[config.mk]
export PLATFORM = sky130hd
export DESIGN_NAME = tmr_cell
export DESIGN_NICKNAME = d
export VERILOG_FILES = /design/src/rtl/core/assert_macros.svh /design/src/rtl/core/tmr_pkg.sv /design/src/rtl/core/tmr_cell.sv
export SDC_FILE = /design/constraint.sdc
export NUM_CORES = 1
export LEC_CHECK = 0
export CORE_MARGIN = 3
export CORE_UTILIZATION = 45
export DETAILED_ROUTE_END_ITERATION = 8
export DONT_BUFFER_PORTS = 1
export GPL_ROUTABILITY_DRIVEN = 0
export GPL_TIMING_DRIVEN = 0
export PLACE_DENSITY = 0.66
export SLEW_MARGIN = 5
export SYNTH_ARGS = -nofsm -noshare
export SYNTH_HDL_FRONTEND = slang
export SYNTH_SLANG_ARGS = --single-unit
[constraint.sdc]
create_clock -name clk -period 13.4 [get_ports clk]
set_input_delay 2.01 -clock clk [delete_from_list [all_inputs] [get_ports clk]]
set_output_delay 2.01 -clock clk [all_outputs]
set_load 0.02 [all_outputs]
[src/rtl/core/assert_macros.svh]
// Assertion helpers shared by the timer table RTL.
// Each macro expects signals named clk and rst in the enclosing module.
`ifndef ASSERT_MACROS_SVH
`define ASSERT_MACROS_SVH

// Same-cycle implication, checked on every rising edge outside reset.
`define TMR_ASSERT_IMPL(name, ante, cons) \
  name: assert property (@(posedge clk) disable iff (rst) (ante) |-> (cons)) \
    else $error("timer table assertion failed");

// Next-cycle implication, checked on every rising edge outside reset.
`define TMR_ASSERT_NEXT(name, ante, cons) \
  name: assert property (@(posedge clk) disable iff (rst) (ante) |=> (cons)) \
    else $error("timer table assertion failed");

`endif

[src/rtl/core/tmr_pkg.sv]
`default_nettype none
package tmr_pkg;

  localparam int NUM_SLOTS_DEF = 64;
  localparam int MAX_FIRE_DEF  = 63;
  localparam int TIME_BITS_DEF = 48;

  localparam int OP_W     = 3;
  localparam int SLOT_W   = 6;
  localparam int PER_W    = 32;
  localparam int KIND_W   = 2;
  localparam int STAT_W   = 2;
  localparam int CNT_OUT_W = 7;

  typedef enum logic [OP_W-1:0] {
    OP_ADD_AT    = 3'd0,
    OP_ADD_AFTER = 3'd1,
    OP_PAUSE     = 3'd2,
    OP_RESUME    = 3'd3,
    OP_CANCEL    = 3'd4,
    OP_RUN       = 3'd5
  } op_t;

  typedef enum logic [KIND_W-1:0] {
    KIND_ACK  = 2'd0,
    KIND_FIRE = 2'd1,
    KIND_DONE = 2'd2
  } kind_t;

  typedef enum logic [STAT_W-1:0] {
    ST_OK       = 2'd0,
    ST_INACTIVE = 2'd1,
    ST_FULL     = 2'd2
  } status_t;

  // Commands broadcast from the sequencer to the row of cells.
  typedef enum logic [2:0] {
    CMD_NONE     = 3'd0,
    CMD_ADD      = 3'd1,
    CMD_PAUSE    = 3'd2,
    CMD_RESUME   = 3'd3,
    CMD_FREE     = 3'd4,
    CMD_ADVANCE  = 3'd5,
    CMD_SET_EXP  = 3'd6,
    CMD_CLR_SEEN = 3'd7
  } cell_cmd_t;

  // What the search token looks for while it walks the row.
  typedef enum logic [1:0] {
    SCAN_FREE = 2'd0,
    SCAN_DUE  = 2'd1,
    SCAN_NEXT = 2'd2
  } scan_mode_t;

  typedef struct packed {
    cell_cmd_t  cmd;
    scan_mode_t mode;
  } cell_ctl_t;

endpackage
`default_nettype wire

[src/rtl/core/tmr_cell.sv]
`default_nettype none
// One timer slot plus one stage of the search chain.
module tmr_cell #(
  parameter int CELL_IDX  = 0,
  parameter int IDX_W     = 6,
  parameter int TIME_BITS = 48
) (
  input  logic                 clk,
  input  logic                 rst,
  input  tmr_pkg::cell_ctl_t   ctl,
  input  logic [IDX_W-1:0]     sel_idx,
  input  logic [TIME_BITS-1:0] wr_exp,
  input  logic [31:0]          wr_per,
  input  logic [TIME_BITS-1:0] now,
  input  logic                 tin_valid,
  input  logic [TIME_BITS-1:0] tin_key,
  input  logic [IDX_W-1:0]     tin_idx,
  input  logic [31:0]          tin_per,
  input  logic                 tin_paused,
  output logic                 tout_valid,
  output logic [TIME_BITS-1:0] tout_key,
  output logic [IDX_W-1:0]     tout_idx,
  output logic [31:0]          tout_per,
  output logic                 tout_paused,
  output logic                 active
);
  import tmr_pkg::*;

  logic                 paused;
  logic                 seen;
  logic [TIME_BITS-1:0] expiry;
  logic [31:0]          period;
  logic                 sel;
  logic                 cand;
  logic                 take;
  logic [TIME_BITS-1:0] key;

  assign sel = (sel_idx == IDX_W'(CELL_IDX));

  always_comb begin
    case (ctl.mode)
      SCAN_FREE: begin
        cand = !active;
        key  = '0;
      end
      SCAN_DUE: begin
        cand = active && !seen && (expiry <= now);
        key  = expiry;
      end
      SCAN_NEXT: begin
        cand = active;
        key  = expiry;
      end
      default: begin
        cand = 1'b0;
        key  = expiry;
      end
    endcase
  end

  // Strictly smaller wins, so on a tie the lower slot already in the token stays.
  assign take = cand && (!tin_valid || (key < tin_key));

  always_ff @(posedge clk) begin
    if (rst) begin
      tout_valid <= 1'b0;
    end else begin
      tout_valid <= tin_valid || cand;
    end
    if (take) begin
      tout_key    <= key;
      tout_idx    <= IDX_W'(CELL_IDX);
      tout_per    <= period;
      tout_paused <= paused;
    end else begin
      tout_key    <= tin_key;
      tout_idx    <= tin_idx;
      tout_per    <= tin_per;
      tout_paused <= tin_paused;
    end
  end

  always_ff @(posedge clk) begin
    if (rst) begin
      active <= 1'b0;
      seen   <= 1'b0;
    end else begin
      case (ctl.cmd)
        CMD_ADD: if (sel) begin
          active <= 1'b1;
          paused <= 1'b0;
          expiry <= wr_exp;
          period <= wr_per;
        end
        CMD_PAUSE:   if (sel) paused <= 1'b1;
        CMD_RESUME:  if (sel) paused <= 1'b0;
        CMD_FREE:    if (sel) active <= 1'b0;
        CMD_ADVANCE: if (sel) expiry <= expiry + TIME_BITS'(period);
        CMD_SET_EXP: if (sel) begin
          expiry <= wr_exp;
          seen   <= 1'b1;
        end
        CMD_CLR_SEEN: seen <= 1'b0;
        default: ;
      endcase
    end
  end

endmodule
`default_nettype wire

==> impl_results.md <==
* Outcome: completed
* H-tree levels at 4
* Total negative slack at 0 ps
* Clock-pin slew on the worst setup and hold paths at about 70 ps
* CTS resizes at 0
* Place WS at 7110 ps
* Number of synthesized register bits at approximately 170
* Period utilization at a little over two fifths
* Initial DRC Count at around 500
* Port Buf Inserts at 0
* Hold_buf cts at 0
* Detailed placement HPWL at 24700 um
* Chip width at about 160 um
* Total GRT Usage at 23.3%
* CTS Root Buffer Type: clkbuf_16
* CTS tree: yes
* Share of flip-flops with an asynchronous set or reset at 0%
* RSZ-0062 raised after global routing: false
* CTS buffer count at 17
* Final WL at 30400 um
* DIE HEIGHT at 159 um
* Initial Util at between 40 and 50%
* Crit-path leading delay family: compound AO/OA/AOI/OAI gates
* P_leak at about 0.0048 uW
* Grt ovf at 0
* Kind of critical path: primary input to register
* Final hold violations at 0
* Total power at around 1200 uW
* MaxCap Viol Count at 0
* WL met2 at 14500 um
* Post-synth EDFFs at 81
* Worst Hold Class: register to register
* Largest net degree at the start of global routing at 17
* Worst path max stage delay at between 400 and 500 ps
* DRT Pass-1 Iters at 7
* Routed met1 length at about 13000 um
* Cell Rows at 55
* Final setup vio count at 0
* Final ANT Viol Nets at 0
* Top-area cell type share of the netlist area at ~23%
* CP max FO at 10
* Final hold slack at roughly 470 ps
* Crit path capture type: register
* Final worst clock skew at between 10 and 15 ps
* Syn. warnings at 0
* Final slew viol count at 0
* Vias at between 8k and 9k
* Area delta synth->final at 9.52%
* Top cells by area, synth: edfxtp_1 23%, dfxtp_1 17%, ha_1 15%
* Slowest CP cell: clkbuf_1
* Proportion of layout cells with a drive suffix above 1 at roughly 8.4%
* Mapped Nets at about 1.5k
* Antenna Cells at 0
* Commonest cells post-synth: 127 x ha_1, 126 x nand2_1, 115 x o21ai_0
* Mean Syn Cell Area at about 9.4 sq um
* Critical path cell sequence: nor2_1 -> clkbuf_1 -> clkbuf_1 -> nor2b_1 -> ha_1 -> a21oi_1 -> nor2b_1 -> o21ai_0 -> o311ai_0 -> o211ai_1 -> nand2_1 -> a21oi_4 -> buf_4 -> buf_2 -> o2bb2ai_1
* First-pass GRT wire length at approximately 46000 um
* Initial antenna violation count at 2
* Worst slew pin tran at between 900 and 1000 ps
* Gate Count Post-Synth at 1121
* Clock Sink Count at around 170
* Crit path time final at just under 6000 ps
* Synth Cell Area at 0.0105 sq mm
* Final worst setup slack at roughly 7600 ps
* Core Region at 0.0228 sq mm
* Startpoint Class: primary input
* Sequential element share of the synthesized area at between 40% and 50%
* Clock Path Buffers at 2
* Clk_lat worst skew at approximately 430 ps
* WP data required at 13710 ps
* Worst Path Arrival at slightly above 6000 ps
* Nets@finish at ~1.5k
* Met3 WL at around 2100 um
* I/O Pins at between 300 and 400
* Post-CTS Setup Inserts at 0
* Number of global-route vias before repair at 8390
* Netlist cell types at 57
* Most used DFF post-synth: dfxtp_1
* Die ar. at 0.0253 sq mm
* Vias/cell at ~5.6
* DRC at 0
* Power Dens Cells at just over 100 mW/mm^2
* Fmax at approximately 170 MHz
* Worst VDD drop at just over 0.07 mV
* Fill count at around 2.2k
* Slew headroom at about a third
* Most numerous cell in the Yosys netlist: ha_1
* Dominant cell type by area after synthesis: edfxtp_1
* Buf+Inv Stages, Crit Path at 4
* Wire length per cell at 20.6 um
* DR top layer: met5
-- metrics by stage --
| stage | cells | instance area [sq um] | util [%] |
|---|---|---|---|
| floorplan | 1121 | 10500 | - |
| global placement | 1434 | 10900 | 47.8 |
| detailed placement | 1442 | 11000 | 48.1 |
| CTS | 1474 | 11500 | 50.5 |
| global route | 1474 | 11500 | 50.5 |
| finish | 1474 | 11500 | 50.5 |
-- flip-flops by register name (all words and copies together), names as in the netlist, 6 cells and up --
register  flops
expiry       48
tout_key     48
period       32
tout_per     32
tout_idx      6
-- where the power goes --
| group | total, uW | switching, uW | internal, uW |
|---|---|---|---|
| combinational | 101 | 60.7 | 40.6 |
| clock | 466 | 222 | 244 |
| sequential | 605 | 36.6 | 568 |
-- layout make-up --
type	count	area [sq um]	share of cell area [%]
repair buffers	8	63.8	0.553
flip-flops and latches	171	4230	36.7
well taps	313	392	3.40
inverters	111	417	3.61
multi-input cells	802	5730	49.7
plain buffers	37	164	1.42
clock inverters	12	88.8	0.770
clock buffers	20	447	3.87
-- metal layers --
| layer | track usage, % | vias to the layer above |
|---|---|---|
| met5 | 0 | - |
| met4 | 6.92 | 4 |
| met3 | 5.46 | 39 |
| met2 | 39.7 | 308 |
| met1 | 29.8 | 3893 |
| li1 | - | 4049 |
-- logic make-up after synthesis --
| logic type | Yosys count | share of synthesized area, % |
|---|---|---|
| simple gates | 307 | 14.5 |
| compound gates | 288 | 17.1 |
| flops | 171 | 40.2 |
| buf+inv | 148 | 5.51 |
| fa+ha+maj | 128 | 15.3 |
| xor+xnor | 43 | 3.58 |
| mux | 36 | 3.85 |
-- layout by cell type (no fill, tap or decap), types with 23 or more instances in the layout --
cell type | Yosys | final
ha_1 | 127 | 127
inv_1 | 111 | 111
dfxtp_1 | 90 | 90
o21ai_0 | 115 | 115
a21oi_1 | 69 | 69
edfxtp_1 | 81 | 81
xnor2_1 | 23 | 23
mux2_2 | 36 | 36
nand4_1 | 28 | 28
nor2b_1 | 60 | 60
clkbuf_1 | 28 | 30
nor2_1 | 30 | 30
nand2_1 | 126 | 126
-- final timing paths --
check | to | slack [ps] | depth (start not counted) | startpoint
worst max-delay path | tout_key[47] | 7630 | 15 | ctl[0]
worst min-delay path | tout_paused | 470 | 1 | paused
worst max register to register | tout_key[47] | 9300 | 11 | expiry[45]
worst min register to register | tout_paused | 470 | 1 | paused
Note: power is estimated with default switching activity, not from simulation.
