### src/rtl/core/assert_macros.svh
// Assertion helpers shared by the timer table RTL.
// Each macro expects signals named clk and rst in the enclosing module.
`ifndef ASSERT_MACROS_SVH
`define ASSERT_MACROS_SVH

// Same-cycle implication, checked on every rising edge outside reset.
`define TMR_ASSERT_IMPL(name, ante, cons) \
  name: assert property (@(posedge clk) disable iff (rst) (ante) |-> (cons)) \
    else $error("timer table assertion failed");

// Next-cycle implication, checked on every rising edge outside reset.
`define TMR_ASSERT_NEXT(name, ante, cons) \
  name: assert property (@(posedge clk) disable iff (rst) (ante) |=> (cons)) \
    else $error("timer table assertion failed");

`endif

### src/rtl/core/tmr_rem.sv
`default_nettype none
`include "assert_macros.svh"
// Bit-serial restoring remainder, one dividend bit per cycle.
module tmr_rem #(
  parameter int TIME_BITS = 48
) (
  input  logic                 clk,
  input  logic                 rst,
  input  logic                 start,
  input  logic [TIME_BITS-1:0] dividend,
  input  logic [31:0]          divisor,
  output logic                 done,
  output logic [31:0]          rem
);
  localparam int CNT_W = $clog2(TIME_BITS + 1);

  logic                 busy;
  logic [CNT_W-1:0]     cnt;
  logic [TIME_BITS-1:0] dvd;
  logic [31:0]          dvs;
  logic [32:0]          trial;

  assign trial = {rem, dvd[TIME_BITS-1]};

  always_ff @(posedge clk) begin
    if (rst) begin
      busy <= 1'b0;
      done <= 1'b0;
      cnt  <= '0;
    end else begin
      done <= 1'b0;
      if (start) begin
        busy <= 1'b1;
        cnt  <= '0;
        dvd  <= dividend;
        dvs  <= divisor;
        rem  <= '0;
      end else if (busy) begin
        dvd <= dvd << 1;
        if (trial >= {1'b0, dvs}) begin
          rem <= 32'(trial - {1'b0, dvs});
        end else begin
          rem <= trial[31:0];
        end
        if (cnt == CNT_W'(TIME_BITS - 1)) begin
          busy <= 1'b0;
          done <= 1'b1;
        end else begin
          cnt <= cnt + 1'b1;
        end
      end
    end
  end

  `TMR_ASSERT_NEXT(a_start_busy, start, busy || done)
  `TMR_ASSERT_IMPL(a_rem_below, done && (dvs != 32'd0), rem < dvs)

endmodule
`default_nettype wire
### config.mk
export PLATFORM = sky130hd
export DESIGN_NAME = tmr_rem
export DESIGN_NICKNAME = d
export VERILOG_FILES = /design/src/rtl/core/tmr_rem.sv
export VERILOG_INCLUDE_DIRS = /design/src /design/src/rtl/core
export SDC_FILE = /design/constraint.sdc
export NUM_CORES = 1
export LEC_CHECK = 0
export BUFFER_PORTS_ARGS = -buffer_cell sky130_fd_sc_hd__buf_2
export CAP_MARGIN = 20
export CORE_AREA = 10 10 135 137
export CTS_BUF_LIST = sky130_fd_sc_hd__clkbuf_16
export DETAILED_ROUTE_END_ITERATION = 8
export DIE_AREA = 0 0 145 147
export PLACE_DENSITY = 0.65
export SETUP_SLACK_MARGIN = 0.5
export SLEW_MARGIN = 20
export SYNTH_ARGS = -nofsm -noshare
export SYNTH_HDL_FRONTEND = slang
export SYNTH_SLANG_ARGS = --single-unit
### constraint.sdc
create_clock -name clk -period 11.6 [get_ports clk]
set_input_delay 0.58 -clock clk [delete_from_list [all_inputs] [get_ports clk]]
set_output_delay 0.58 -clock clk [all_outputs]
set_load 0.05 [all_outputs]
==> results of run 1 <==
[where the power goes]
| group | internal (mW) | switching [mW] | leakage, nW |
|---|---|---|---|
| registers | 0.518 | 0.0158 | 1.14 |
| clock network | 0.318 | 0.188 | 0.297 |
| logic | 0.129 | 0.226 | 1.87 |
| total | 0.965 | 0.430 | 3.31 |
[area by class of cell]
type	count	area [sq um]	share of cell area [%]
diodes	3	7.51	0.0912
clock buffers	21	526	6.38
clock inverters	11	55.1	0.668
inverters	44	165	2.01
multi-input cells	420	3060	37.1
flip-flops and latches	120	3520	42.8
well taps	216	270	3.28
repair buffers	120	633	7.69
[cells by family after synthesis]
family | Yosys count | synth area share [%]
muxes | 49 | 8.04
buffers and inverters | 73 | 4.20
xor gates and xnor gates | 24 | 3.07
adders and majority gates | 34 | 6.32
and+or+nand+nor | 148 | 11.2
AOI/OAI and AO/OA | 165 | 15.7
DFF | 120 | 51.5
[placed cells by master, fill, tap and decap left out, types with 5 or more instances in the layout]
cell / count
a211oi_1: 7
a21o_1: 10
a21oi_1: 62
and3_1: 6
buf_2: 115
clkbuf_16: 21
dfxtp_1: 8
edfxtp_1: 112
ha_1: 33
inv_1: 49
mux2_2: 48
nand2_1: 35
nand2b_1: 5
nand3_1: 27
nand4_1: 13
nor2_1: 24
nor3_1: 8
o21ai_0: 45
xnor2_1: 13
xor2_1: 11
[final timing paths]
| path | from | cells past startpoint | slack (ps) | endpoint |
|---|---|---|---|---|
| worst min register to register | busy$_SDFF_PP0_ | 2 | 500 | done$_SDFF_PP0_ |
| worst max register to register | rem[21]$_SDFFCE_PP0P_ | 8 | 7800 | rem[23]$_SDFFCE_PP0P_ |
| worst min-delay path | divisor[8] | 1 | 340 | dvs[8]$_DFFE_PP_ |
| worst max-delay path | rem[21]$_SDFFCE_PP0P_ | 8 | 7800 | rem[23]$_SDFFCE_PP0P_ |
[routing by layer]
metal  vias to the layer above  GRT usage, %
met5                         -             0
met4                         4          5.16
met3                        28          7.31
met2                       229          25.3
met1                      2579          18.4
li1                       2535             -
[registers in the layout, indices dropped and copies added (netlist names)]
name,cells
done,1
cnt,6
busy,1
dvs,32
dvd,48
rem,32
[metrics by stage]
| stage | setup WS (ps) | std cells | area (sq um) | util [%] |
|---|---|---|---|---|
| floorplan | 6520 | 613 | 6850 | - |
| global route | 7620 | 955 | 8240 | 52.8 |
| CTS | 7890 | 951 | 8200 | 52.6 |
| finish | 7800 | 955 | 8240 | 52.8 |
| global placement | 8070 | 919 | 7620 | 48.8 |
| detailed placement | 7930 | 919 | 7620 | 48.8 |
==> qor.txt, run 1 <==
Clock H-tree levels = 4
Post-route total power = 1.40 mW
Post-CTS Setup Inserts = 0
Via Count = 5375
Tmin final = 3800 ps
Die height = 147 um
Clock network latency to the later pin of the worst-skew pair = 420 ps
Share of the synthesized area in the top cell type = 49.1%
# Max-Cap Violations = 0
WL per Instance = 18.0 um
Std-Cell Rows = 46
Leakage Power = 3.31 nW
Status = finished clean
Detailed Route Iter0 Violations = 408
Register area share after synthesis = 51.5%
Critical Setup Path Class = reg2reg
Post-layout nets = 840
Initial Util = 43.9%
Routed wire length on met3 = 1650 um
Hold_buf cts = 0
CP Data Arrival Time = 4030 ps
Post_cts resized = 0
DP HPWL = 12200 um
Antenna-violating nets left = 0
Vias per Instance = 5.63
CP cell instances = ha_1, a21oi_1, nor2_1, a211oi_1, o21ai_0, nor3_4, nor2_1, a211oi_1
PortBufs = 115
TNS Setup = 0 ps
Count leader, synth = edfxtp_1
Worst Tran Pin Value = 1040 ps
Slowest-stage cell, CP = nor3_4
Maximum vdd drop = 0.122 mV
Syn_nets = 730
PD cells = 169 mW/mm^2
DR WL met2 = 8120 um
Period utilization = 32.8%
Syn. warnings = 0
Count of final hold-check violations = 0
CTS clk-pin slew, worst paths = 60 ps
Total wire length = 17200 um
Core area = 0.0156 sq mm
Mean area per synthesized cell = 11.2 sq um
Post-synth EDFFs = 112
WP data required = 11830 ps
RSZ-0062 raised after global routing = no
Primary FF master, synth = edfxtp_1
Drt first pass iters = 6
Vias in the first global route = 5543
Fmax = 263 MHz
Worst hold path class = in2reg
Highest Signal Layer = met5
Initial antenna violation count = 8
Crit-path leading delay family = simple AND/OR/NAND/NOR gates
DIE AREA = 0.0213 sq mm
Slew margin rel. = 30.6%
All-Layer GR Usage = 15.8%
Slew Viols, Final = 0
Library cells used by synthesis = 65
Seq cells post-synth = 120
Layout cells sized above 1 = 29.3%
Worst Clk Skew = 14.1 ps
CTS buffer count = 17
Area delta synth->final = 20.3%
CTS root buf = clkbuf_16
CTS sink cnt = 120
Post-synthesis cell count = 613
Fillers = 1384
RD Place Congestion = 0.898
Max stage delay on crit path = 910 ps
Die Wd = 145 um
Residual DRC = 0
First-pass GRT wire length = 27500 um
Clock buffer depth = 2
Hold slack = 340 ps
Worst-path fanout max = 27
Synth top area cells = edfxtp_1, mux2_2, ha_1, a21oi_1, o21ai_0
Cell taking the most area after synthesis = edfxtp_1
Top post-synthesis cells by count = edfxtp_1, a21oi_1, mux2_2
CTS tree = done
Grt total ovfl = 0
Number of I/O pins = 116
Metal-1 WL = 7140 um
Synthesized area = 0.00685 sq mm
Setup violations, final = 0
Share of flip-flops with an asynchronous set or reset = 0%
Bufs and invs on worst path = 0
CP Capture Type = flop
Largest net degree at the start of global routing = 83
Worst setup SP type = flop
Power figures use the tool's default switching activity.
==> run 2, diff against run 1 <==
--- a/config.mk
+++ b/config.mk
@@ -12,7 +12,7 @@
 export CTS_BUF_LIST = sky130_fd_sc_hd__clkbuf_16
 export DETAILED_ROUTE_END_ITERATION = 8
 export DIE_AREA = 0 0 145 147
-export PLACE_DENSITY = 0.65
+export PLACE_DENSITY = 0.68
 export SETUP_SLACK_MARGIN = 0.5
 export SLEW_MARGIN = 20
 export SYNTH_ARGS = -nofsm -noshare
==> constraint.sdc (replaced) <==
create_clock -name clk -period 3.45 [get_ports clk]
set_input_delay 0.1725 -clock clk [delete_from_list [all_inputs] [get_ports clk]]
set_output_delay 0.1725 -clock clk [all_outputs]
set_load 0.05 [all_outputs]
==> run 2 against run 1 <==
  * Cell area grew 12%
  * Global-route usage increased by 1.2 points
  * Maximum frequency grew 27%
  * Setup slack got worse by 7300 ps
  * First-iteration DRC count fell by 18%
  * Via count increased by 5.0%
  * Critical path depth increased by 4
  * Critical path type unchanged
  * Register-to-register slack worse by 7300 ps
  * Critical endpoint is now rem[30]$_SDFFCE_PP0P_
  * Sequential power increased to 3.4 times the previous value
==> qor.txt, run 2 (same netlist as run 1, synthesis figures left out) <==
Drt first pass iters = 7
Post-layout nets = 906
Leading cell types in the layout, fill and taps excluded = buf_2, edfxtp_1, a21oi_1, mux2_2, inv_1
Initial antenna violation count = 1
Largest Register = dvd
Number of I/O pins = 116
Setup violations, final = 0
Worst Clk Skew = 25.2 ps
All-Layer GR Usage = 17.0%
Antenna-violating nets left = 0
Multi-input gate area = 0.00337 sq mm
Worst Tran Pin Value = 916 ps
CP Capture Type = flop
Core area = 0.0156 sq mm
Period utilization = 86.5%
Maximum vdd drop = 0.403 mV
RSZ-0062 raised after global routing = yes
Max reg flops = 48
Worst setup SP type = flop
# Max-Cap Violations = 0
Critical Setup Path Class = reg2reg
Die height = 147 um
Status = finished clean
Slew margin rel. = 38.9%
Worst hold path class = in2reg
CTS sink cnt = 120
Leakage Power = 3.64 nW
Vias in the first global route = 5826
Initial Util = 43.9%
Clock H-tree levels = 4
# diodes = 0
Tmin final = 2990 ps
CTS clk-pin slew, worst paths = 60 ps
Fillers = 1302
RD Place Congestion = 0.900
DP HPWL = 12700 um
WP data required = 3700 ps
Clock network latency to the later pin of the worst-skew pair = 440 ps
Fmax = 335 MHz
Clock buffer depth = 2
Std-Cell Rows = 46
CTS buffer count = 17
PortBufs = 115
Worst-path fanout max = 3
Register area = 0.00352 sq mm
Layout cells sized above 1 = 37.8%
Slew Viols, Final = 0
Die Wd = 145 um
Largest regs = dvd: 48 flops, dvs: 32 flops, rem: 32 flops
Residual DRC = 0
WL per Instance = 18.1 um
Detailed Route Iter0 Violations = 333
Vias per Instance = 5.55
Count of final hold-check violations = 0
Most common cell after layout, fill and taps aside = buf_2
CTS root buf = clkbuf_16
CTS tree = done
Dpl cell area = 0.00776 sq mm
Post-layout instance area = 0.00918 sq mm
CP Data Arrival Time = 3240 ps
Via Count = 5646
Total wire length = 18500 um
Post-route total power = 5.15 mW
DIE AREA = 0.0213 sq mm
PD cells = 561 mW/mm^2
First-pass GRT wire length = 29500 um
Largest net degree at the start of global routing = 76
Area delta synth->final = 34.1%
TNS Setup = 0 ps
Grt total ovfl = 0
## run 2: power by group
part	switching, mW	internal, mW
combinational	0.838	0.602
clock	0.699	1.21
sequential	0.0593	1.74
total	1.60	3.55
## run 2: final cells by class
type / instances / area share (%)
clock buffers: 17 / 4.63
repair buffers: 185 / 13.4
clock inverters: 15 / 2.17
inverters: 44 / 1.80
well taps: 216 / 2.94
multi-input cells: 421 / 36.7
flip-flops and latches: 120 / 38.4
## run 2: what timing repair did
| action | in CTS | in global routing |
|---|---|---|
| pin swaps | 13 | 28 |
| endpoints found under the hold margin | 33 | 0 |
| setup endpoints to repair | 31 | 32 |
| hold buffers | 33 | 0 |
| cloned | 1 | 1 |
| setup buffers | 12 | 14 |
| gates resized for setup | 20 | 43 |
## run 2: per-stage QoR
stage               cells  hold WS [ps]  utilization (%)  setup slack, ps
floorplan             613           245                -              456
CTS                  1003          15.0             57.0              470
global route         1018          32.6             58.9              387
finish               1018          35.0             58.9              464
global placement      925           350             49.8              327
detailed placement    925           351             49.8              224
## run 2: per-layer routing
metal	wire length (um)	vias to the layer above	share of wire (%)	global-route usage [%]
met1	7600	2677	41	19.8
met2	8820	260	48	27.2
met4	306	2	1.7	6.08
met5	13	-	0.070	0
li1	-	2662	-	-
met3	1730	45	9.4	7.56
## run 2: worst paths after layout
check	startpoint	end	slack (ps)	cells after the start
setup / recovery	dvd[47]$_DFFE_PP_	rem[30]$_SDFFCE_PP0P_	460	12
setup reg to reg	dvd[47]$_DFFE_PP_	rem[30]$_SDFFCE_PP0P_	460	12
hold / removal	dividend[0]	dvd[0]$_SDFFCE_PN0P_	40	2
hold reg to reg	busy$_SDFF_PP0_	done$_SDFF_PP0_	500	2
## run 2: worst max-delay path, stage by stage (launching register included)
cell	delay, ps
edfxtp_1	400
inv_2	80
ha_4	130
inv_2	40
fa_2	330
a21o_1	240
a221oi_4	330
o22ai_2	130
o31a_1	350
a21oi_2	220
o221a_2	230
o21ai_1	70
a311oi_1	250
